--- config.mk ---
export PLATFORM = sky130hd
export DESIGN_NAME = xcfc_datapath
export DESIGN_NICKNAME = d
export VERILOG_FILES = /design/src/design/xcfc_pkg.sv /design/src/design/xcfc_ram.sv /design/src/design/xcfc_datapath.sv
export SDC_FILE = /design/constraint.sdc
export NUM_CORES = 1
export LEC_CHECK = 0
export BUFFER_PORTS_ARGS = -buffer_cell sky130_fd_sc_hd__buf_2
export CAP_MARGIN = 5
export CORE_MARGIN = 10
export CORE_UTILIZATION = 67
export DETAILED_ROUTE_END_ITERATION = 10
export PLACE_DENSITY = 0.92
export SLEW_MARGIN = 20
export SYNTH_ARGS = -nofsm -noshare
export SYNTH_HDL_FRONTEND = slang
export SYNTH_SLANG_ARGS = --single-unit
--- constraint.sdc ---
create_clock -name clock -period 3.8 [get_ports clock]
set_input_delay 0.19 -clock clock [delete_from_list [all_inputs] [get_ports clock]]
set_output_delay 0.19 -clock clock [all_outputs]
set_load 0.02 [all_outputs]
--- src/design/xcfc_pkg.sv ---
`default_nettype none

package xcfc_pkg;

   localparam int MAX_FRAME_DEF = 64;

   // Frame layout constants.
   localparam int SHORT_LIMIT   = 5;
   localparam int XOR_START     = 2;
   localparam int PAYLOAD_START = 4;

   typedef enum logic [1:0] {
      STATUS_OK       = 2'd0,
      STATUS_SHORT    = 2'd1,
      STATUS_BADSUM   = 2'd2,
      STATUS_OVERFLOW = 2'd3
   } frame_status_type;

   typedef struct packed {
      logic [7:0] rx_byte;
      logic       frame_end;
   } req_type;

   typedef struct packed {
      logic [7:0]       payload_byte;
      frame_status_type frame_status;
      logic             run_last;
   } rsp_type;

   typedef enum logic {
      ST_IDLE,
      ST_READ
   } ctrl_state_type;

   typedef struct packed {
      logic store;
      logic emit_status;
      logic load_ptr;
      logic read;
      logic clear;
   } dp_cmd_type;

   typedef struct packed {
      frame_status_type verdict;
      logic             last_addr;
   } dp_stat_type;

endpackage

`default_nettype wire

--- src/design/xcfc_ram.sv ---
`default_nettype none

module xcfc_ram #(
   parameter int WIDTH = 8,
   parameter int DEPTH = 64
) (
   input  wire logic                     clock,
   input  wire logic                     wr_en,
   input  wire logic [$clog2(DEPTH)-1:0] wr_addr,
   input  wire logic [WIDTH-1:0]         wr_data,
   input  wire logic                     rd_en,
   input  wire logic [$clog2(DEPTH)-1:0] rd_addr,
   output logic      [WIDTH-1:0]         rd_data
);

   logic [WIDTH-1:0] mem_ff [DEPTH];
   logic [WIDTH-1:0] rd_data_ff;

   always_ff @(posedge clock) begin
      if (wr_en) begin
         mem_ff[wr_addr] <= wr_data;
      end
      if (rd_en) begin
         rd_data_ff <= mem_ff[rd_addr];
      end
   end

   assign rd_data = rd_data_ff;

endmodule

`default_nettype wire

--- src/design/xcfc_datapath.sv ---
`default_nettype none

module xcfc_datapath
   import xcfc_pkg::*;
#(
   parameter int MAX_FRAME = MAX_FRAME_DEF
) (
   input  wire logic       clock,
   input  wire logic       reset,
   input  wire req_type    req_data,
   input  wire dp_cmd_type cmd,
   output dp_stat_type     stat,
   output logic            rsp_strobe,
   output rsp_type         rsp_data
);

   localparam int CountWidth = $clog2(MAX_FRAME + 1);
   localparam int AddrWidth  = $clog2(MAX_FRAME);

   logic [CountWidth-1:0] count_ff, count_in;
   logic [7:0]            xor_ff, xor_in;
   logic                  ovf_ff, ovf_in;
   logic [AddrWidth-1:0]  ptr_ff, ptr_in;

   logic                  valid_ff, valid_in;
   frame_status_type      status_ff, status_in;
   logic                  last_ff, last_in;
   logic                  sel_ram_ff, sel_ram_in;

   logic                  room;
   logic                  wr_en;
   logic [7:0]            rd_data;
   frame_status_type      verdict;
   logic                  last_addr;

   assign room = count_ff < CountWidth'(MAX_FRAME);
   assign wr_en = cmd.store && room;

   // Judge the frame for overflow and shortness, and against the closing byte, which is the received checksum.
   always_comb begin
      priority if (ovf_ff || !room) begin
         verdict = STATUS_OVERFLOW;
      end else if (count_ff < CountWidth'(SHORT_LIMIT)) begin
         verdict = STATUS_SHORT;
      end else if (xor_ff != req_data.rx_byte) begin
         verdict = STATUS_BADSUM;
      end else begin
         verdict = STATUS_OK;
      end
   end

   // The last payload byte sits just before the checksum, at count minus one.
   assign last_addr = (CountWidth'(ptr_ff) + CountWidth'(1)) == count_ff;

   assign stat = '{verdict: verdict, last_addr: last_addr};

   always_comb begin
      count_in = count_ff;
      xor_in   = xor_ff;
      ovf_in   = ovf_ff;
      ptr_in   = ptr_ff;
      if (cmd.store) begin
         if (room) begin
            count_in = count_ff + CountWidth'(1);
            if (count_ff >= CountWidth'(XOR_START)) begin
               xor_in = xor_ff ^ req_data.rx_byte;
            end
         end else begin
            ovf_in = 1'b1;
         end
      end
      if (cmd.load_ptr) begin
         ptr_in = AddrWidth'(PAYLOAD_START);
      end else if (cmd.read) begin
         ptr_in = ptr_ff + AddrWidth'(1);
      end
      if (cmd.clear) begin
         count_in = '0;
         xor_in   = '0;
         ovf_in   = 1'b0;
      end
   end

   always_comb begin
      valid_in   = 1'b0;
      status_in  = status_ff;
      last_in    = last_ff;
      sel_ram_in = sel_ram_ff;
      if (cmd.emit_status) begin
         valid_in   = 1'b1;
         status_in  = verdict;
         last_in    = 1'b1;
         sel_ram_in = 1'b0;
      end else if (cmd.read) begin
         valid_in   = 1'b1;
         status_in  = STATUS_OK;
         last_in    = last_addr;
         sel_ram_in = 1'b1;
      end
   end

   always_ff @(posedge clock) begin
      if (reset) begin
         count_ff <= '0;
         xor_ff   <= '0;
         ovf_ff   <= 1'b0;
         valid_ff <= 1'b0;
      end else begin
         count_ff <= count_in;
         xor_ff   <= xor_in;
         ovf_ff   <= ovf_in;
         valid_ff <= valid_in;
      end
   end

   always_ff @(posedge clock) begin
      ptr_ff     <= ptr_in;
      status_ff  <= status_in;
      last_ff    <= last_in;
      sel_ram_ff <= sel_ram_in;
   end

   xcfc_ram #(
      .WIDTH (8),
      .DEPTH (MAX_FRAME)
   ) u_store (
      .clock   (clock),
      .wr_en   (wr_en),
      .wr_addr (count_ff[AddrWidth-1:0]),
      .wr_data (req_data.rx_byte),
      .rd_en   (cmd.read),
      .rd_addr (ptr_ff),
      .rd_data (rd_data)
   );

   assign rsp_strobe = valid_ff;
   assign rsp_data   = '{payload_byte: (sel_ram_ff ? rd_data : 8'd0),
                         frame_status: status_ff,
                         run_last:     last_ff};

endmodule

`default_nettype wire

[After elaboration in Yosys (flattened, before gate mapping)]
Memory sizes are Yosys's and may differ from the RTL's. A register that Yosys moved wholly into a read port is not among the register bits.
Index checks and enable logic that the tools add are counted.
W data, S select, Z words.
Storage, ports and cells
  register bits after elaboration: 27
  bits in latches: 0
  RAM bits: 512
  ROM bits: 0
  memories: 1
Cells by class
  add/sub/neg operators: 3
  multipliers: 0
  div/mod/pow operators: 0
  order comparisons: 3
  equal/unequal tests: 2
  shifts and indexed selects: 0
  muxes and demuxes: 10
  bitwise logic cells: 2
  reductions and logical operators: 8
Memory list
  u_store.mem_ff: words 64, bits a word 8, read ports 1, clocked after Yosys merged registers in 1, write ports 1, RTL line xcfc_ram.sv:16  | logic [WIDTH-1:0] mem_ff [DEPTH];
Operators by type and width (number)
  $mux W2: 5
  $mux W8: 1
  $ne A8 B8 Y1: 1
  $xor A8 B8 Y8: 1
  $add A6 B1 Y7 const B: 1
  $add A7 B1 Y7 const B: 1
  $eq A7 B7 Y1: 1
  $ge A7 B2 Y1 const B: 1
  $lt A7 B3 Y1 const B: 1
  $lt A7 B7 Y1 const B: 1
  $add A6 B1 Y6 const B: 1
  $mux W1: 4
  $reduce_and A2 Y1: 2
  $reduce_and A3 Y1: 1
  $reduce_bool A2 Y1: 1
  $reduce_or A2 Y1: 1
  $logic_and A1 B1 Y1: 1
  $logic_not A1 Y1: 1
  $logic_or A1 B1 Y1: 1
  $not A1 Y1: 1

[Longest topological paths before layout]
  word-level depth: 5
  depth in mapped cells: 9
  mapped depth without buffers: 6

[By module]
Synthesis repeated with hierarchy kept, for this count alone.
Second synthesis, totals
  cell total of the unflattened synthesis: 1107
  area total of the unflattened synthesis: 21670.8 µm²
Modules (own cells, without submodules)
  xcfc_ram: times used 1, cells each 940, area an instance 20246.9 µm², sequential area each 15615.0 µm²
  xcfc_datapath: times used 1, cells each 167, area an instance 1423.9 µm², sequential area each 560.5 µm²

[Worst setup path before layout]
No wires, ideal clock.
  kind: reg-to-reg
  from: register count_ff[2]
  to: memory u_store.mem_ff[31][0] (enable)
  setup time: 0.374 ns
  data arrival time: 1.582 ns
  data required time: 3.426 ns
  path slack: 1.844 ns
  cell stages (with the launch flop): 6
  path buffers: 2
  period minus slack after synthesis: 1.956 ns
  path through: dfxtp_1 clkbuf_1 and3b_1 clkbuf_1 nand3_1 nor2_1
Between the ends
  word-level cells in the longest chain between the ends: 4
RTL lines
  start: declaration: RTL line xcfc_datapath.sv:20  | logic [CountWidth-1:0] count_ff, count_in;
  start signal: assignment: RTL line xcfc_datapath.sv:109  | count_ff <= count_in;
  $lt A7 B7 Y1: RTL line xcfc_datapath.sv:36  | assign room = count_ff < CountWidth'(MAX_FRAME);
  $logic_and A1 B1 Y1: RTL line xcfc_datapath.sv:37  | assign wr_en = cmd.store && room;
  $mux W1: RTL line xcfc_ram.sv:20  | if (wr_en) begin
  $mux W1 (not written as such): RTL line xcfc_ram.sv:21  | mem_ff[wr_addr] <= wr_data;
  end: declaration: RTL line xcfc_ram.sv:16
Several ways; a longest one is shown, not always the timed one.

==> impl_results.md <==
* H-tree depth at 2
* Most common flop cell mapped by yosys: edfxtp_1
* Starting Density at 0.683
* Total CTS buffers at 52
* Synthesized netlist cell count at 1083
* Root buffer cell: clkbuf_16
* Wirelength per Cell at 33.2 um
* Post-route DRC violation count at 0
* Final Cycle Share at 0.942
* Rel. slew slack at 0.199
* Placer's final routability congestion estimate at 0.927
* Cell taking the most area after synthesis: edfxtp_1
* Setup_tns at 0 ps
* # fillers at 1563
* WP data required at 3610 ps
* Yosys cell types at 49
* Worst path cell trace: nand2_1 -> or3_1 -> xnor2_1 -> nor4_1 -> buf_2
* ANT nets after route at 0
* Clk sinks at 547
* Flops & latches, synth at 547
* Die area at 0.0399 mm^2
* Largest family of logic cells by synthesized area: multiplexers
* Vias at 11600
* Fin util at 0.753
* Net Count, Synth at 1101
* Die H at 200 um
* Worst setup EP type: output pin
* Mux cell area share after synthesis at 0.147
* Max VDD drop at 0.446 mV
* EDFF count, synth at 522
* Ratio of cells with drive above 1 in the final layout at 0.220
* Highest clock rate at 0.279 GHz
* CTS tree: yes
* Clk buf depth at 3
* Final Max Tran Viols at 0
* Sequential share of the synthesized area at 0.747
* Placeable Area at 0.0317 mm^2
* RSZ-0062 raised after global routing: no
* Setup Fix Bufs, Post-CTS at 0
* Largest cells by area after synthesis: edfxtp_1 72%, mux4_2 11%, mux4_1 2.4%
* Cell Rows at 65
* Initial DRT Pass Iterations at 5
* Min-delay worst type: in2reg
* Final WL at 52.3 mm
* Largest net degree at the start of global routing at 66
* Crit start category: flop
* Clock slew at reported path FFs at 70 ps
* Worst reg2reg startpoint: count_ff[6]
* Fin. Hold Viols at 0
* Setup violators final at 0
* Die W at 200 um
* Post-synth top area share at 0.724
* Post-DP HPWL at 28.4 mm
* DR iter-0 viols at 2160
* Leak Pwr at 7.55 nW
* Asr flop ratio synth at 0
* Gr ovfl total at 0
* Slowest stage delay, CP at 1120 ps
* Post-Syn Area per Cell at 20.0 um^2
* Critical path type: reg2out
* Nets at 1150
* Critical-path maximum fanout at 26
* Synth Warn # at 0
* First-pass GRT wire length at 78.0 mm
* Area growth syn-to-layout at 10.3%
* Hold path start: cmd[1]
* Worst Path Arrival at 3390 ps
* CP max-delay cell: dfxtp_1
* Initial antenna violation count at 1
* Post-Synth Adder-Cell Area at 0.00116
* Vias in the first global route at 11600
* Status: finished, final reports clean
* Pwr Density at 528 mW/mm^2
* Final WS setup at 219 ps
* Post-Syn Area at 0.0216 mm^2
* Fin cells at 1576
* # diodes at 0
* Max_cap viols at 0
* Post-DR vias/cell at 7.34
* Clock Latency Late Sink at 580 ps
* Worst Skew at 35.1 ps
* Crit path from: ptr_ff[3]
* Synth Area in Compound Gates at 0.0266
* Total track usage at 0.271
* Crit path time final at 3580 ps
* Cells after DPL at 1476
* Simple-Gate Fraction of Synth Area at 0.0443
* Post-synthesis xor/xnor area fraction at 0.0134
* Placement Setup Slack at 864 ps
* Actual slew at the worst max-slew pin at 1200 ps
* Port bufs at 29
* Io pins at 31
## routing by layer
layer  vias up  routed length, um  global-route usage
li1       4518                  -                   -
met1      5804              17800               0.359
met2      1060              26100               0.441
met3       186               5930              0.0538
met4         2               2380               0.105
met5         -                 13                   0
## state kept, by name, indices dropped and copies added, names as in the netlist
name / cells
ptr_ff: 6
status_ff: 2
ovf_ff: 1
xor_ff: 8
count_ff: 7
sel_ram_ff: 1
last_ff: 1
u_store.rd_data: 8
rsp_strobe: 1
u_store.mem_ff: 512
## cell type report
| cell class | instances | area, um^2 | area share |
|---|---|---|---|
| repair buffers | 55 | 400 | 0.0168 |
| flip-flops and latches | 547 | 16200 | 0.678 |
| clock inverters | 29 | 287 | 0.0120 |
| clock buffers | 67 | 1460 | 0.0612 |
| well taps | 402 | 503 | 0.0211 |
| multi-input cells | 474 | 5030 | 0.211 |
| inverters | 2 | 7.51 | 0.000314 |
## final timing paths
| kind | slack (ps) | depth (start not counted) | to |
|---|---|---|---|
| worst max-delay path | 220 | 5 | stat[0] |
| worst min-delay path | 120 | 1 | u_store.rd_data[5] |
| worst max register to register | 590 | 4 | u_store.mem_ff[10][6] |
| worst min register to register | 530 | 2 | xor_ff[4] |
## power by group
group	leakage, nW	switching [W]	internal [W]
combinational	1.78	0.000389	0.000290
sequential	4.91	0.0000469	0.00662
clock	0.860	0.00221	0.00306
total	7.55	0.00264	0.00997
## cells in the mapped netlist, types with 2 or more instances
master / count
edfxtp_1: 522
mux4_2: 106
nor2_1: 101
nand2_1: 30
mux2i_1: 26
o22ai_1: 26
dfxtp_1: 25
mux4_1: 20
buf_2: 19
xnor2_1: 17
clkbuf_1: 16
xor2_1: 16
o21ai_0: 14
and2_1: 10
nand3_1: 10
a21oi_1: 8
a31oi_1: 8
nand3b_1: 8
o221ai_1: 8
buf_4: 7
buf_6: 7
o22a_1: 7
nor2b_1: 6
nor4_1: 6
or3_1: 6
or3b_2: 5
a211oi_2: 4
nand2b_1: 4
nand4_1: 4
or2_2: 4
a22oi_1: 3
and2b_4: 3
buf_12: 3
clkbuf_8: 3
buf_1: 2
buf_8: 2
ha_1: 2
inv_1: 2
nor3_1: 2
o211ai_1: 2
## layout by cell type (no fill, tap or decap), types with 6 or more instances in the layout
master / count
nand3_1: 10
o21ai_0: 14
nor4_1: 6
clkbuf_16: 54
o22ai_1: 26
mux4_1: 20
clkbuf_8: 6
or3_1: 6
and2_1: 10
o221ai_1: 8
mux2i_1: 26
xor2_1: 16
nor2_1: 101
nand2_1: 30
a31oi_1: 8
buf_2: 29
xnor2_1: 17
nor2b_1: 6
a21oi_1: 8
buf_4: 18
o22a_1: 7
clkbuf_1: 7
edfxtp_1: 522
mux4_2: 106
clkinv_2: 11
nand3b_1: 8
clkinv_1: 8
dfxtp_1: 22
## through the flow
| step | area (um^2) | total power, W | hold slack [ps] |
|---|---|---|---|
| after floorplan | 21600 | 0.00722 | 259 |
| after global placement | 22100 | 0.00742 | 360 |
| after detailed placement | 22100 | 0.00745 | 367 |
| after CTS | 23900 | 0.0126 | 109 |
| after global routing | 23900 | 0.0129 | 126 |
| final | 23900 | 0.0126 | 119 |
## timing repair
action,4_1_cts,5_1_grt
hold buffers,4,0
resized for setup,0,0
hold endpoints to repair,10,0
## cell families (layout without fill, tap and decap cells)
kind of cell             Yosys count  count (layout)
flip-flops                       547             547
AND/OR/NAND/NOR                  202             202
multiplexers                     153             153
AO/OA/AOI/OAI                     84              84
buffers and inverters             62             153
XOR/XNOR                          33              33
adder cells (fa/ha/maj)            2               2
## worst max-delay path, delay by kind of cell (launching register included)
family	cells	cell delay (ps)
simple gates	3	1240
buf+inv	1	270
xor+xnor	1	160
flops	1	1120
Note: power is estimated with default switching activity, not from simulation.
